==> src/rtl/jlt_pkg.sv <==
// ----------------------------------------------------------------------------
// jlt_pkg
// constants, types and helpers shared by the joint transform pipeline
// ----------------------------------------------------------------------------
package jlt_pkg;

    localparam int CORDIC_STEPS = 16;
    localparam int ATAN_ENTRIES = 24;
    localparam int STEP_W = (CORDIC_STEPS > 1) ? $clog2(CORDIC_STEPS) : 1;
    localparam logic signed [31:0] PHASE_SCALE = 32'sd341782638;
    localparam logic signed [33:0] CORDIC_START = 34'sd652032874;
    localparam logic signed [15:0] Q14_ONE = 16'sd16384;
    localparam logic JK_ROTARY = 1'b0;
    localparam logic JK_SLIDING = 1'b1;

    typedef struct packed {
        logic                joint_kind;
        logic signed [31:0]  position_value;
        logic signed [15:0]  axis_x;
        logic signed [15:0]  axis_y;
        logic signed [15:0]  axis_z;
        logic signed [31:0]  offset_x;
        logic signed [31:0]  offset_y;
        logic signed [31:0]  offset_z;
        logic signed [15:0]  origin_qx;
        logic signed [15:0]  origin_qy;
        logic signed [15:0]  origin_qz;
        logic signed [15:0]  origin_qw;
    } t_in_beat;

    typedef struct packed {
        logic signed [15:0]  rot_x;
        logic signed [15:0]  rot_y;
        logic signed [15:0]  rot_z;
        logic signed [15:0]  rot_w;
        logic signed [31:0]  shift_x;
        logic signed [31:0]  shift_y;
        logic signed [31:0]  shift_z;
        logic                rotation_is_identity;
    } t_out_beat;

    // values carried along the cordic chain
    typedef struct packed {
        logic               vld;
        t_in_beat           beat;
        logic [1:0]         quad;
        logic signed [33:0] x;
        logic signed [33:0] y;
        logic signed [31:0] z;
    } t_cell;

    function automatic logic signed [31:0] atan_turn(input int idx);
        logic signed [31:0] t;
        case (idx)
            0: t = 32'h20000000;  1: t = 32'h12E4051E;  2: t = 32'h09FB385B;
            3: t = 32'h051111D4;  4: t = 32'h028B0D43;  5: t = 32'h0145D7E1;
            6: t = 32'h00A2F61E;  7: t = 32'h00517C55;  8: t = 32'h0028BE53;
            9: t = 32'h00145F2F; 10: t = 32'h000A2F98; 11: t = 32'h000517CC;
            12: t = 32'h00028BE6; 13: t = 32'h000145F3; 14: t = 32'h0000A2FA;
            15: t = 32'h0000517D; 16: t = 32'h000028BE; 17: t = 32'h0000145F;
            18: t = 32'h00000A30; 19: t = 32'h00000518; 20: t = 32'h0000028C;
            21: t = 32'h00000146; 22: t = 32'h000000A3; 23: t = 32'h00000051;
            default: t = 32'h0;
        endcase
        return t;
    endfunction

    function automatic logic signed [15:0] sat16(input logic signed [35:0] v);
        logic signed [15:0] r;
        if (v > 36'sd32767) r = 16'sd32767;
        else if (v < -36'sd32768) r = -16'sd32768;
        else r = v[15:0];
        return r;
    endfunction

    // q2.28 sum to q1.14, half up, saturated
    function automatic logic signed [15:0] q14_of_q28(input logic signed [35:0] v);
        logic signed [35:0] t;
        t = (v + 36'sd8192) >>> 14;
        return sat16(t);
    endfunction

endpackage

==> src/rtl/jlt_cordic_cell.sv <==
// ----------------------------------------------------------------------------
// jlt_cordic_cell
// one rotation-mode cordic micro-rotation with its pipeline register
// ----------------------------------------------------------------------------
module jlt_cordic_cell (
    input  logic                     i_clk,
    input  logic                     i_rst_n,
    input  logic                     i_en,
    input  logic [jlt_pkg::STEP_W-1:0] i_step,
    input  jlt_pkg::t_cell           i_cell,
    output jlt_pkg::t_cell           o_cell
);
    import jlt_pkg::*;

    t_cell r_cell;
    t_cell n_cell;
    logic signed [33:0] dx;
    logic signed [33:0] dy;
    logic signed [31:0] at;

    always_comb begin
        dx = i_cell.y >>> i_step;
        dy = i_cell.x >>> i_step;
        at = atan_turn(int'(i_step));
        n_cell = i_cell;
        if (!i_cell.z[31]) begin
            n_cell.x = i_cell.x - dx;
            n_cell.y = i_cell.y + dy;
            n_cell.z = i_cell.z - at;
        end else begin
            n_cell.x = i_cell.x + dx;
            n_cell.y = i_cell.y - dy;
            n_cell.z = i_cell.z + at;
        end
    end

    always_ff @(posedge i_clk) begin
        if (!i_rst_n) begin
            r_cell.vld <= 1'b0;
        end else if (i_en) begin
            r_cell.vld <= i_cell.vld;
        end
        if (i_en) begin
            r_cell.beat <= n_cell.beat;
            r_cell.quad <= n_cell.quad;
            r_cell.x    <= n_cell.x;
            r_cell.y    <= n_cell.y;
            r_cell.z    <= n_cell.z;
        end
    end

    assign o_cell = r_cell;
endmodule

==> config.mk <==
export PLATFORM = sky130hd
export DESIGN_NAME = jlt_cordic_cell
export DESIGN_NICKNAME = d
export VERILOG_FILES = /design/src/rtl/jlt_pkg.sv /design/src/rtl/jlt_cordic_cell.sv
export SDC_FILE = /design/constraint.sdc
export NUM_CORES = 1
export LEC_CHECK = 0
export BUFFER_PORTS_ARGS = -buffer_cell sky130_fd_sc_hd__buf_2
export CAP_MARGIN = 10
export CORE_AREA = 5 5 270 272
export CTS_CLUSTER_SIZE = 16
export DETAILED_ROUTE_END_ITERATION = 8
export DIE_AREA = 0 0 275 277
export GPL_TIMING_DRIVEN = 0
export PLACE_DENSITY = 0.64
export REMOVE_ABC_BUFFERS = 1
export SYNTH_ARGS = -nofsm -noshare
export SYNTH_HDL_FRONTEND = slang
export SYNTH_SLANG_ARGS = --single-unit
==> constraint.sdc <==
create_clock -name i_clk -period 6.35 [get_ports i_clk]
set_clock_uncertainty 0.2 [all_clocks]
set_input_delay 0.9525 -clock i_clk [delete_from_list [all_inputs] [get_ports i_clk]]
set_output_delay 0.9525 -clock i_clk [all_outputs]
set_load 0.1 [all_outputs]
# Yosys cells after proc, flatten, opt, wreduce, memory -nomap -nowiden

Memories as Yosys holds them, arrays and structs flattened.
Index checks and enable logic that the tools add are counted.
W data, S select, Z words.

Add/subtract/negate cells: 6
Multipliers: 0
Div/mod/pow operators: 0
$lt $le $gt $ge: 0
Eq/ne operators: 0
Shift operators: 2
Multiplexer cells: 1
Bitwise operators: 0
Reductions and logical operators: 0

Operator list:

| cell             | count |
|---|---|
| $mux W100        | 1 |
| $add A34 B34 Y34 | 2 |
| $sshr A34 B4 Y34 | 2 |
| $sub A34 B34 Y34 | 2 |
| $add A32 B32 Y32 | 1 |
| $sub A32 B32 Y32 | 1 |

Bits in registers: 344
Bits in latches: 0
Memory bits (writable): 0
ROM bits: 480
Bits of input ports: 351
Output and inout port bits: 344
Word-level logic and storage cells: 27
Memories: 1

Memories:

| memory          | depth | width | rd ports | clocked after memory_dff | write ports | line          | source |
|---|---|---|---|---|---|---|---|
| (no name shown) | 16    | 30    | 1        | 0                        | 0           | jlt_pkg.sv:54 | `case (idx)` |

# Logic depth before layout (Yosys ltp)

Gate-level depths: netlist of the first run.

Word-level depth: 3
Depth in mapped cells: 27
Depth with buffers taken out: 21

# Worst setup path after synthesis of the first run

Ideal clock, no wire load.

Path type: input -> register
Start: in i_step[1] (netlist name)
End: reg r_cell, in the netlist o_cell[28], data pin
Library setup time: 0.259 ns
Arrival: 6.347 ns
Data required time: 5.891 ns
Slack: -0.456 ns
Stages on the path: 23
Buffers on the path: 4
Cell sequence: clkbuf_1 > clkinv_1 > buf_1 > buf_2 > buf_1 > ha_1 > nor2b_1 > o31ai_1 > ha_1 > and3_1 > a21oi_1 > nand2_1 > o21ai_0 > ha_1 > a21o_1 > a211o_1 > a221oi_1 > a21oi_1 > o41ai_1 > o21ai_0 > o41ai_1 > nor3_1 > a211o_1

RTL lines:

| what        | line                  | source |
|---|---|---|
| from (decl) | jlt_cordic_cell.sv:9  | `input logic [jlt_pkg::STEP_W-1:0] i_step,` |
| to (decl)   | jlt_cordic_cell.sv:15 | `t_cell r_cell;` |

==> results of run 1 <==
## path summary, 6_finish.rpt
check / start / end / cells past startpoint
max reg2reg: o_cell[343] / o_cell[343] / 2
max: i_step[1] / o_cell[28] / 23
min reg2reg: o_cell[343] / o_cell[343] / 2
min: i_cell[186] / o_cell[186] / 1
## cell type report
cell class | instances | area, µm² | share of cell area (%)
clock inverters | 31 | 239 | 0.856
inverters | 45 | 180 | 0.645
repair inverters | 1 | 5.00 | 0.0179
diodes | 14 | 35.0 | 0.125
flip-flops and latches | 344 | 10300 | 37.0
well taps | 950 | 1190 | 4.26
multi-input cells | 1357 | 10900 | 38.9
repair buffers | 718 | 3970 | 14.2
clock buffers | 49 | 1120 | 4.01
## cells by family after synthesis
logic type / count (synthesis)
xor gates and xnor gates: 173
muxes: 170
buffers and inverters: 120
and+or+nand+nor: 459
AOI/OAI and AO/OA: 448
adders and majority gates: 107
DFF: 344
## cell usage after synthesis, types with 27 or more instances
master	count
sky130_fd_sc_hd__a21oi_1	156
sky130_fd_sc_hd__mux4_2	68
sky130_fd_sc_hd__mux2_2	34
sky130_fd_sc_hd__nand3_1	38
sky130_fd_sc_hd__nand2_1	141
sky130_fd_sc_hd__ha_1	104
sky130_fd_sc_hd__xor2_1	54
sky130_fd_sc_hd__xnor2_1	119
sky130_fd_sc_hd__mux2i_1	56
sky130_fd_sc_hd__nor3_1	37
sky130_fd_sc_hd__a31oi_1	27
sky130_fd_sc_hd__nor2_1	120
sky130_fd_sc_hd__o21ai_0	74
sky130_fd_sc_hd__edfxtp_1	343
sky130_fd_sc_hd__inv_1	42
sky130_fd_sc_hd__a21o_1	30
## repair_timing
action / 4_1_cts / 5_1_grt
cloned: 3 / 3
pin swaps: 2 / 3
setup buffers: 6 / 4
endpoints found under the setup margin: 28 / 14
resized for setup: 20 / 16
## routing by layer
metal | part of all wire [%] | track usage, %
met1 | 35 | 25.3
met2 | 51 | 41.1
met3 | 11 | 7.92
met4 | 3.3 | 6.58
met5 | 0.27 | 0
## through the flow
stage	setup TNS, ns	worst slack [ns]
CTS	0	0.00622
finish	0	0.245
floorplan	-0.546	-0.271
global placement	-679.70	-5.41
detailed placement	-41.55	-2.73
global route	-0.00442	-0.00442
## power breakdown
part           internal [mW]  total [mW]  switching [mW]  leakage [nW]
clock                   1.36        2.40            1.04         0.652
combinational           1.04        4.65            3.61          7.42
sequential              2.91        2.99          0.0819          3.37
==> metrics.txt, run 1 <==
# TYPE chip_impl_metric gauge
chip_impl_metric{name="routed_via_count_divided_by_cell_count",unit=""} 5.22
chip_impl_metric{name="yosys.cell_types.count",unit=""} 90
chip_impl_metric{name="layout.core_utilization",unit="%"} 39.6
chip_impl_metric{name="min_period_over_period",unit="%"} 96.1
chip_impl_metric{name="design_area",unit="µm²"} 27900
chip_impl_metric{name="avgSynthCellArea",unit="µm²"} 11.9
chip_impl_metric{name="clock_sink_count",unit=""} 344
chip_impl_info{name="result_of_the_run",value="completed"} 1
chip_impl_metric{name="synth_compound_gate_area_share",unit="%"} 13.3
chip_impl_info{name="layout.cells.most_common",value="sky130_fd_sc_hd__buf_2"} 1
chip_impl_metric{name="rows",unit=""} 98
chip_impl_metric{name="power.static_leakage",unit="nW"} 11.4
chip_impl_metric{name="synth_edf_count",unit=""} 343
chip_impl_metric{name="largest_reg_flops",unit=""} 344
chip_impl_metric{name="cp_data_required_time",unit="ns"} 6.47
chip_impl_metric{name="io-pin-count",unit=""} 695
chip_impl_metric{name="hold_viol_final",unit=""} 0
chip_impl_metric{name="timing.slew.headroom",unit="%"} 33.3
chip_impl_metric{name="synth_top_area_share",unit="%"} 47.6
chip_impl_metric{name="grt_antenna_before_repair",unit=""} 41
chip_impl_metric{name="ys_warn_count",unit=""} 0
chip_impl_metric{name="finalNonFillerCells",unit=""} 3509
chip_impl_metric{name="maximum_number_of_pins_on_one_net_before_global_route_repair",unit=""} 109
chip_impl_info{name="synth.top_cells.by_area",value="sky130_fd_sc_hd__edfxtp_1 48%, sky130_fd_sc_hd__mux4_2 7.1%, sky130_fd_sc_hd__ha_1 6.0%"} 1
chip_impl_metric{name="totalWireLength",unit="µm"} 92500
chip_impl_metric{name="yosysSeqAreaShare",unit="%"} 47.7
chip_impl_info{name="combinational_family_with_the_most_area_after_synthesis",value="compound AO/OA/AOI/OAI gates"} 1
chip_impl_metric{name="path_clk_slew",unit="ns"} 0.07
chip_impl_info{name="hold_class",value="in2reg"} 1
chip_impl_metric{name="worst-r2r-setup-slack",unit="ns"} 5.44
chip_impl_metric{name="worstSkewPairLatency",unit="ns"} 0.57
chip_impl_info{name="end_kind",value="flip-flop"} 1
chip_impl_metric{name="async_set_reset_flop_share_out_of_synthesis",unit="%"} 0
chip_impl_metric{name="dp.cells",unit=""} 3398
chip_impl_metric{name="share_of_post_route_cells_with_drive_strength_above_1",unit="%"} 36.7
chip_impl_info{name="crit_family",value="compound AO/OA/AOI/OAI gates"} 1
chip_impl_metric{name="initial_util",unit="%"} 30.7
chip_impl_info{name="worstSetupStartpointType",value="primary input"} 1
chip_impl_metric{name="floorplan.die.width",unit="µm"} 275
chip_impl_metric{name="ratio_of_total_power_to_cell_area",unit="nW/µm²"} 360
chip_impl_metric{name="post-route-drc-count",unit=""} 0
chip_impl_info{name="cp_slowest_cell",value="sky130_fd_sc_hd__ha_1"} 1
chip_impl_metric{name="layout.nets",unit=""} 2968
chip_impl_metric{name="critPathBufInv",unit=""} 5
chip_impl_metric{name="place_congestion",unit=""} 0.885
chip_impl_metric{name="first_global_vias",unit=""} 17700
chip_impl_metric{name="post_synth_inst_count",unit=""} 1821
chip_impl_info{name="path_class",value="in2reg"} 1
chip_impl_metric{name="worst_ir_drop_on_vdd",unit="V"} 0.000235
chip_impl_info{name="cts_root_buffer",value="sky130_fd_sc_hd__clkbuf_16"} 1
chip_impl_metric{name="dieHeight",unit="µm"} 277
chip_impl_metric{name="placement.cell_area",unit="µm²"} 26100
chip_impl_metric{name="dp.final_hpwl",unit="µm"} 73400
chip_impl_info{name="timing.critical_path.mode_cell",value="sky130_fd_sc_hd__ha_1"} 1
chip_impl_metric{name="synth_mux_area_share",unit="%"} 12.8
chip_impl_metric{name="max_slew.worst_pin.slew",unit="ns"} 1.00
chip_impl_metric{name="synth-simple-area-share",unit="%"} 10.3
chip_impl_info{name="cts_tree",value="yes"} 1
chip_impl_metric{name="grt_pass1_wl",unit="µm"} 127000
chip_impl_metric{name="yosys.area_share.adder",unit="%"} 6.29
chip_impl_info{name="post-synth-top-area-cell",value="sky130_fd_sc_hd__edfxtp_1"} 1
chip_impl_metric{name="port-buffer-count",unit=""} 694
chip_impl_metric{name="post_cts_hold_buffer_count",unit=""} 0
chip_impl_metric{name="grt.total_usage",unit="%"} 22.8
chip_impl_metric{name="syn-cell-area",unit="µm²"} 21600
chip_impl_metric{name="hold_slack",unit="ns"} 0.349
chip_impl_metric{name="slowest_delay",unit="ns"} 0.39
chip_impl_metric{name="route.vias.total",unit=""} 18300
chip_impl_metric{name="die_area",unit="µm²"} 76200
chip_impl_metric{name="numCtsBuffers",unit=""} 43
chip_impl_metric{name="drt_iter0_drc",unit=""} 1515
chip_impl_metric{name="placeableCoreArea",unit="µm²"} 70500
chip_impl_info{name="layout.cells.most_common_list",value="689 x sky130_fd_sc_hd__buf_2, 343 x sky130_fd_sc_hd__edfxtp_1, 153 x sky130_fd_sc_hd__a21oi_1, 141 x sky130_fd_sc_hd__nand2_1, 119 x sky130_fd_sc_hd__xnor2_1"} 1
chip_impl_info{name="crit_chain",value="buf_6, buf_16, inv_4, ha_1, nor2b_1, o31ai_2, ha_1, and3_1, a21oi_1, nand2_1, o21ai_0, ha_1, a21o_1, a211o_1, a221oi_4, a21oi_2, o41ai_4, buf_4, o21ai_1, o41ai_2, buf_4, nor3_1, a211o_1"} 1
chip_impl_metric{name="layout-area-overhead-vs-synth",unit="%"} 29.0
chip_impl_metric{name="crit_arrival",unit="ns"} 6.22
chip_impl_metric{name="final_antenna_net_count",unit=""} 0
chip_impl_info{name="yosys_most_used_dff",value="sky130_fd_sc_hd__edfxtp_1"} 1
chip_impl_metric{name="fin_total_pwr",unit="mW"} 10.0
chip_impl_metric{name="globalRouteOverflowTotal",unit=""} 0
chip_impl_metric{name="ys_ff_latch",unit=""} 344
chip_impl_metric{name="drv_slew",unit=""} 0
chip_impl_metric{name="drt-pass1-iter-count",unit=""} 5
chip_impl_metric{name="fillers",unit=""} 6930
chip_impl_metric{name="critical_path_peak_fanout",unit=""} 38
chip_impl_metric{name="routedWlPerCell",unit="µm"} 26.4
chip_impl_metric{name="post_synth_xor_xnor_area",unit="%"} 7.00
chip_impl_metric{name="htree_num_levels",unit=""} 2
chip_impl_metric{name="drv.max_cap_violation_count",unit=""} 0
chip_impl_metric{name="final.min_clock_period",unit="ns"} 6.11
chip_impl_metric{name="max_clock_freq",unit="MHz"} 164
chip_impl_metric{name="cts_buffer_depth",unit=""} 3
chip_impl_metric{name="finalSetupViolations",unit=""} 0
No activity file was read; power rests on OpenSTA's default activity.
==> inputs of run 2 (changes only) <==
Settings changed: RECOVER_POWER set to 25.
==> metrics.txt, run 2 (synthesis results as in run 1) <==
# TYPE chip_impl_metric gauge
chip_impl_info{name="result_of_the_run",value="complete, but fails checks"} 1
chip_impl_info{name="violations",value="max-capacitance violations, max-slew violations"} 1
chip_impl_metric{name="hold_path_depth",unit=""} 1
chip_impl_metric{name="finalSetupViolations",unit=""} 0
chip_impl_info{name="hold_path_end",value="o_cell[186]"} 1
chip_impl_metric{name="grt.total_usage",unit="%"} 22.8
chip_impl_metric{name="ratio_of_total_power_to_cell_area",unit="nW/µm²"} 360
chip_impl_info{name="worstHoldStart",value="i_cell[186]"} 1
chip_impl_metric{name="place_congestion",unit=""} 0.885
chip_impl_metric{name="route.vias.total",unit=""} 18300
chip_impl_info{name="layout.cells.most_common_list",value="674 x sky130_fd_sc_hd__buf_2, 343 x sky130_fd_sc_hd__edfxtp_1, 153 x sky130_fd_sc_hd__a21oi_1, 141 x sky130_fd_sc_hd__nand2_1, 119 x sky130_fd_sc_hd__xnor2_1"} 1
chip_impl_metric{name="io-pin-count",unit=""} 695
chip_impl_info{name="end_kind",value="flip-flop"} 1
chip_impl_metric{name="first_global_vias",unit=""} 17700
chip_impl_metric{name="post-route-drc-count",unit=""} 0
chip_impl_metric{name="layout.core_utilization",unit="%"} 39.6
chip_impl_metric{name="max_clock_freq",unit="MHz"} 164
chip_impl_info{name="hold_class",value="in2reg"} 1
chip_impl_metric{name="hold_viol_final",unit=""} 0
chip_impl_info{name="path_class",value="in2reg"} 1
chip_impl_metric{name="post_cts_hold_buffer_count",unit=""} 0
chip_impl_metric{name="fillers",unit=""} 6942
chip_impl_metric{name="worst_ir_drop_on_vdd",unit="V"} 0.000237
chip_impl_metric{name="fin_total_pwr",unit="mW"} 10.0
chip_impl_metric{name="drt-pass1-iter-count",unit=""} 5
chip_impl_metric{name="numCtsBuffers",unit=""} 43
chip_impl_metric{name="power.static_leakage",unit="nW"} 11.4
chip_impl_metric{name="cp_data_required_time",unit="ns"} 6.47
chip_impl_metric{name="min_period_over_period",unit="%"} 95.9
chip_impl_metric{name="path_clk_slew",unit="ns"} 0.07
chip_impl_metric{name="crit_arrival",unit="ns"} 6.21
chip_impl_metric{name="rows",unit=""} 98
chip_impl_metric{name="largest_reg_flops",unit=""} 344
chip_impl_metric{name="reg2reg_depth",unit=""} 2
chip_impl_metric{name="grt_pass1_wl",unit="µm"} 127000
chip_impl_metric{name="worstSkewPairLatency",unit="ns"} 0.56
chip_impl_metric{name="routedWlPerCell",unit="µm"} 26.4
chip_impl_metric{name="maximum_number_of_pins_on_one_net_before_global_route_repair",unit=""} 109
chip_impl_metric{name="routed_via_count_divided_by_cell_count",unit=""} 5.22
chip_impl_metric{name="final.min_clock_period",unit="ns"} 6.09
chip_impl_metric{name="dieHeight",unit="µm"} 277
chip_impl_info{name="cts_root_buffer",value="sky130_fd_sc_hd__clkbuf_16"} 1
chip_impl_info{name="cts_tree",value="yes"} 1
chip_impl_metric{name="totalWireLength",unit="µm"} 92500
chip_impl_metric{name="layout.nets",unit=""} 2968
chip_impl_metric{name="clock_sink_count",unit=""} 344
chip_impl_metric{name="critical_path_peak_fanout",unit=""} 38
chip_impl_metric{name="drv.max_cap_violation_count",unit=""} 1
chip_impl_metric{name="layout-area-overhead-vs-synth",unit="%"} 28.9
chip_impl_metric{name="final.setup.tns",unit="ns"} 0
chip_impl_metric{name="final_antenna_net_count",unit=""} 0
chip_impl_metric{name="port-buffer-count",unit=""} 694
chip_impl_metric{name="worst-r2r-setup-slack",unit="ns"} 5.43
chip_impl_metric{name="drv_slew",unit=""} 29
chip_impl_info{name="rr_endpoint",value="o_cell[343]"} 1
chip_impl_metric{name="share_of_post_route_cells_with_drive_strength_above_1",unit="%"} 36.0
chip_impl_metric{name="grt_antenna_before_repair",unit=""} 41
chip_impl_metric{name="dp.cells",unit=""} 3398
chip_impl_metric{name="htree_num_levels",unit=""} 2
chip_impl_metric{name="cts_buffer_depth",unit=""} 3
chip_impl_metric{name="finalNonFillerCells",unit=""} 3509
chip_impl_metric{name="timing.slew.headroom",unit="%"} -25.3
chip_impl_metric{name="die_area",unit="µm²"} 76200
chip_impl_info{name="layout.cells.most_common",value="sky130_fd_sc_hd__buf_2"} 1
chip_impl_metric{name="initial_util",unit="%"} 30.7
chip_impl_metric{name="placeableCoreArea",unit="µm²"} 70500
chip_impl_metric{name="drt_iter0_drc",unit=""} 1527
chip_impl_metric{name="dp.final_hpwl",unit="µm"} 73400
chip_impl_info{name="reg2reg_from",value="o_cell[343]"} 1
chip_impl_info{name="worstSetupStartpointType",value="primary input"} 1
chip_impl_metric{name="max_slew.worst_pin.slew",unit="ns"} 1.88
chip_impl_metric{name="floorplan.die.width",unit="µm"} 275
chip_impl_metric{name="globalRouteOverflowTotal",unit=""} 0
-- run 2: cell types whose count changed in the layout (fill, tap and decap cells not counted) --
cell,change
sky130_fd_sc_hd__buf_2,-15
sky130_fd_sc_hd__clkbuf_1,+16
sky130_fd_sc_hd__buf_8,-1
-- run 2: what timing repair did --
action | in CTS | in global routing
endpoints found under the setup margin | 28 | 14
gates resized for setup | 20 | 16
setup buffers | 6 | 4
gates cloned | 3 | 3
hold endpoints to repair | 0 | 0
pin swaps | 2 | 3
-- run 2: routing by layer --
metal / up-vias / global-route usage, % / routed length (µm)
li1: 8435 / - / -
met1: 8934 / 25.3 / 32400
met2: 751 / 41.1 / 46900
met3: 165 / 7.92 / 9870
met4: 42 / 6.58 / 3060
met5: - / 0 / 271
-- run 2: power by group --
part	leakage [nW]	total [mW]	switching, mW	internal (mW)
clock network	0.652	2.40	1.04	1.36
logic	7.37	4.65	3.61	1.04
registers	3.37	2.99	0.0821	2.91
-- run 2: stage by stage --
stage	area (µm²)	hold slack, ns	setup WS (ns)
after floorplan	21200	0.781	-0.271
after global placement	25900	0.404	-5.41
after detailed placement	26100	0.407	-2.73
after CTS	27700	0.312	0.00622
after global routing	27900	0.314	-0.00442
final	27900	0.349	0.262
-- run 2: worst max path at each step --
stage	startpoint	end	slack, ns
global route	i_step[3]	o_cell[99]	-0.004
floorplan	i_step[1]	o_cell[28]	-0.27
global placement	i_step[1]	o_cell[30]	-5.41
finish	i_step[1]	o_cell[28]	0.26
detailed placement	i_step[3]	o_cell[30]	-2.73
CTS	i_step[0]	o_cell[97]	0.006
-- run 2: layout make-up --
type,count,area (µm²),share of cell area (%)
tap,950,1190,4.26
clock buffer,49,1120,4.01
clock inverter,31,239,0.857
antenna,14,35.0,0.126
multi-input combinational,1357,10900,39.0
timing repair inverter,1,5.00,0.0179
timing repair buffer,718,3940,14.1
inverter,45,180,0.646
sequential,344,10300,37.0
-- run 2: worst max-delay path, cell delays in order --
cell,delay [ns]
sky130_fd_sc_hd__buf_6,0.23
sky130_fd_sc_hd__buf_16,0.27
sky130_fd_sc_hd__inv_4,0.13
sky130_fd_sc_hd__ha_1,0.35
sky130_fd_sc_hd__nor2b_1,0.21
sky130_fd_sc_hd__o31ai_2,0.32
sky130_fd_sc_hd__ha_1,0.25
sky130_fd_sc_hd__and3_1,0.26
sky130_fd_sc_hd__a21oi_1,0.13
sky130_fd_sc_hd__nand2_1,0.08
sky130_fd_sc_hd__o21ai_0,0.11
sky130_fd_sc_hd__ha_1,0.39
sky130_fd_sc_hd__a21o_1,0.18
sky130_fd_sc_hd__a211o_1,0.34
sky130_fd_sc_hd__a221oi_4,0.39
sky130_fd_sc_hd__a21oi_2,0.15
sky130_fd_sc_hd__o41ai_4,0.30
sky130_fd_sc_hd__buf_4,0.18
sky130_fd_sc_hd__o21ai_1,0.11
sky130_fd_sc_hd__o41ai_2,0.34
sky130_fd_sc_hd__buf_4,0.20
sky130_fd_sc_hd__nor3_1,0.05
sky130_fd_sc_hd__a211o_1,0.24
==> inputs of run 3 (changes only) <==
Settings changed: GPL_TIMING_DRIVEN 0 to unset, PLACE_DENSITY 0.64 to unset, PLACE_DENSITY_LB_ADDON set to 0.08.
==> metrics.txt, run 3 (synthesis results as in run 1) <==
# TYPE chip_impl_metric gauge
chip_impl_metric{name="seqPwrFrac",unit="%"} 29.9
chip_impl_metric{name="drv_slew",unit=""} 106
chip_impl_metric{name="largest_reg_flops",unit=""} 344
chip_impl_metric{name="clockPowerShare",unit="%"} 23.9
chip_impl_info{name="violations",value="max-capacitance violations, max-slew violations"} 1
chip_impl_info{name="end_kind",value="flip-flop"} 1
chip_impl_info{name="result_of_the_run",value="complete, but fails checks"} 1
chip_impl_metric{name="cts_buffer_depth",unit=""} 3
chip_impl_metric{name="place_congestion",unit=""} 0.857
chip_impl_metric{name="worst_ir_drop_on_vdd",unit="V"} 0.000159
chip_impl_metric{name="finalSetupViolations",unit=""} 0
chip_impl_metric{name="min_period_over_period",unit="%"} 91.4
chip_impl_metric{name="grt_antenna_before_repair",unit=""} 4
chip_impl_metric{name="max_slew.worst_pin.slew",unit="ns"} 2.99
chip_impl_metric{name="max_clock_freq",unit="MHz"} 172
chip_impl_metric{name="placeableCoreArea",unit="µm²"} 70500
chip_impl_metric{name="rows",unit=""} 98
chip_impl_metric{name="grt.total_usage",unit="%"} 19.0
chip_impl_metric{name="io-pin-count",unit=""} 695
chip_impl_metric{name="final_antenna_net_count",unit=""} 0
chip_impl_metric{name="port-buffer-count",unit=""} 694
chip_impl_metric{name="maximum_number_of_pins_on_one_net_before_global_route_repair",unit=""} 112
chip_impl_metric{name="final.min_clock_period",unit="ns"} 5.80
chip_impl_info{name="cts_tree",value="yes"} 1
chip_impl_metric{name="dp.cells",unit=""} 3521
chip_impl_metric{name="clock_sink_count",unit=""} 344
chip_impl_metric{name="p_int",unit="mW"} 5.46
chip_impl_metric{name="power_switching",unit="mW"} 4.53
chip_impl_metric{name="ratio_of_total_power_to_cell_area",unit="nW/µm²"} 352
chip_impl_metric{name="comb_power_share",unit="%"} 46.2
chip_impl_metric{name="hold_viol_final",unit=""} 0
chip_impl_info{name="worstHoldStart",value="o_cell[343]"} 1
chip_impl_metric{name="timing.slew.headroom",unit="%"} -99.3
chip_impl_metric{name="drt-pass1-iter-count",unit=""} 5
chip_impl_metric{name="final.setup.worst_slack",unit="ns"} 0.546
chip_impl_info{name="rr_endpoint",value="o_cell[343]"} 1
chip_impl_metric{name="path_clk_slew",unit="ns"} 0.06
chip_impl_metric{name="globalRouteOverflowTotal",unit=""} 0
chip_impl_metric{name="critical_path_peak_fanout",unit=""} 17
chip_impl_metric{name="placement.setup.worst_slack",unit="ns"} -0.00775
chip_impl_metric{name="post-route-drc-count",unit=""} 0
chip_impl_metric{name="worst-r2r-setup-slack",unit="ns"} 5.57
chip_impl_metric{name="dp.final_hpwl",unit="µm"} 62000
chip_impl_metric{name="cts.repair_timing.setup_buffer_count",unit=""} 0
chip_impl_metric{name="totalWireLength",unit="µm"} 76900
chip_impl_metric{name="finalNonFillerCells",unit=""} 3600
chip_impl_metric{name="die_area",unit="µm²"} 76200
chip_impl_metric{name="worstSkewPairLatency",unit="ns"} 0.55
chip_impl_metric{name="layout.nets",unit=""} 3073
chip_impl_metric{name="power.static_leakage",unit="nW"} 11.9
chip_impl_metric{name="route.vias.total",unit=""} 18100
chip_impl_metric{name="share_of_post_route_cells_with_drive_strength_above_1",unit="%"} 38.2
chip_impl_info{name="path_class",value="in2reg"} 1
chip_impl_metric{name="grt_pass1_wl",unit="µm"} 113000
chip_impl_metric{name="layout.core_utilization",unit="%"} 40.3
chip_impl_metric{name="routedWlPerCell",unit="µm"} 21.4
chip_impl_metric{name="reg2reg_depth",unit=""} 2
chip_impl_metric{name="htree_num_levels",unit=""} 2
chip_impl_metric{name="initial_util",unit="%"} 30.7
chip_impl_metric{name="numCtsBuffers",unit=""} 42
chip_impl_metric{name="layout-area-overhead-vs-synth",unit="%"} 31.3
chip_impl_metric{name="cp_data_required_time",unit="ns"} 6.46
chip_impl_metric{name="dieHeight",unit="µm"} 277
chip_impl_info{name="layout.cells.most_common",value="sky130_fd_sc_hd__buf_2"} 1
chip_impl_info{name="cts_root_buffer",value="sky130_fd_sc_hd__clkbuf_16"} 1
chip_impl_info{name="rsz0062_at_grt",value="no"} 1
chip_impl_metric{name="drt_iter0_drc",unit=""} 1038
chip_impl_metric{name="drv.max_cap_violation_count",unit=""} 1
chip_impl_metric{name="first_global_vias",unit=""} 18300
chip_impl_metric{name="routed_via_count_divided_by_cell_count",unit=""} 5.02
chip_impl_metric{name="post_cts_hold_buffer_count",unit=""} 0
chip_impl_info{name="worstSetupStartpointType",value="primary input"} 1
chip_impl_metric{name="crit_arrival",unit="ns"} 5.91
chip_impl_info{name="hold_path_end",value="o_cell[343]"} 1
chip_impl_info{name="layout.cells.most_common_list",value="684 x sky130_fd_sc_hd__buf_2, 343 x sky130_fd_sc_hd__edfxtp_1, 156 x sky130_fd_sc_hd__a21oi_1, 141 x sky130_fd_sc_hd__nand2_1, 124 x sky130_fd_sc_hd__buf_4"} 1
chip_impl_info{name="reg2reg_from",value="o_cell[343]"} 1
chip_impl_metric{name="cts_repair_resize_count",unit=""} 0
chip_impl_metric{name="sw_frac_of_total",unit="%"} 45.3
chip_impl_metric{name="hold_path_depth",unit=""} 2
chip_impl_metric{name="floorplan.die.width",unit="µm"} 275
chip_impl_info{name="hold_class",value="reg2reg"} 1
run 3: cell count changes in the layout (fill, tap and decap cells not counted), sizes merged:
cell      previous run  this run
bufbuf               2         0
clkinv              20        14
clkinvlp             8         2
diode               14         2
buf                697       819
inv                 47        46
clkbuf              68        62
bufinv               2         4
run 3: power groups by stage:
stage / combinational [mW] / clock, mW / sequential (mW)
final: 4.62 / 2.38 / 2.99
after global routing: 4.86 / 2.58 / 3.02
after CTS: 4.65 / 2.48 / 2.99
after detailed placement: 4.64 / 0 / 3.04
after global placement: 4.63 / 0 / 3.03
after floorplan: 1.29 / 0 / 5.28
run 3: worst max path at each step:
stage,startpoint,to,cells after the start,slack (ns)
global route,i_step[0],o_cell[65],18,0.27
detailed placement,i_step[0],o_cell[97],19,-0.008
CTS,i_step[0],o_cell[97],19,0.60
floorplan,i_step[1],o_cell[28],19,-0.27
finish,i_step[0],o_cell[97],19,0.55
global placement,i_step[0],o_cell[97],19,0.03
run 3: per-stage QoR:
| stage | hold WS (ns) | setup TNS [ns] | power (mW) | cell area, µm² |
|---|---|---|---|---|
| 6_report | 0.313 | 0 | 9.99 | 28400 |
| 5_1_grt | 0.326 | 0 | 10.5 | 28400 |
| 4_1_cts | 0.320 | 0 | 10.1 | 28400 |
| 3_5_place_dp | 0.307 | -0.00775 | 7.68 | 27000 |
| 3_3_place_gp | 0.298 | 0 | 7.66 | 27000 |
| 2_1_floorplan | 0.781 | -0.546 | 6.57 | 21200 |
run 3: cell type report:
class / instances / area, µm²
sequential: 344 / 10300
antenna: 2 / 5.00
clock buffer: 56 / 1140
tap: 950 / 1190
fill: 6967 / 42100
multi-input combinational: 1357 / 10700
timing repair buffer: 825 / 4590
clock inverter: 21 / 235
inverter: 45 / 169
run 3: critical path: stages:
cell	delay [ns]
sky130_fd_sc_hd__buf_6	0.23
sky130_fd_sc_hd__mux4_2	0.59
sky130_fd_sc_hd__mux2_2	0.29
sky130_fd_sc_hd__or3b_1	0.40
sky130_fd_sc_hd__a221oi_2	0.42
sky130_fd_sc_hd__nand3_1	0.18
sky130_fd_sc_hd__nor2_1	0.26
sky130_fd_sc_hd__a21oi_1	0.12
sky130_fd_sc_hd__xor2_1	0.16
sky130_fd_sc_hd__ha_1	0.34
sky130_fd_sc_hd__a21o_1	0.17
sky130_fd_sc_hd__a221oi_1	0.31
sky130_fd_sc_hd__o31a_1	0.20
sky130_fd_sc_hd__nor2b_1	0.06
sky130_fd_sc_hd__a2111oi_0	0.47
sky130_fd_sc_hd__nor3_1	0.17
sky130_fd_sc_hd__a41oi_1	0.29
sky130_fd_sc_hd__nor2b_1	0.19
sky130_fd_sc_hd__xnor2_1	0.07
run 3: layer usage:
metal  global-route usage [%]  up-vias  wire length, µm
li1                         -     8619                -
met1                     23.2     8870            30600
met2                     35.5      508            40800
met3                     2.80       77             3900
met4                     4.13        4             1560
met5                        0        -               18
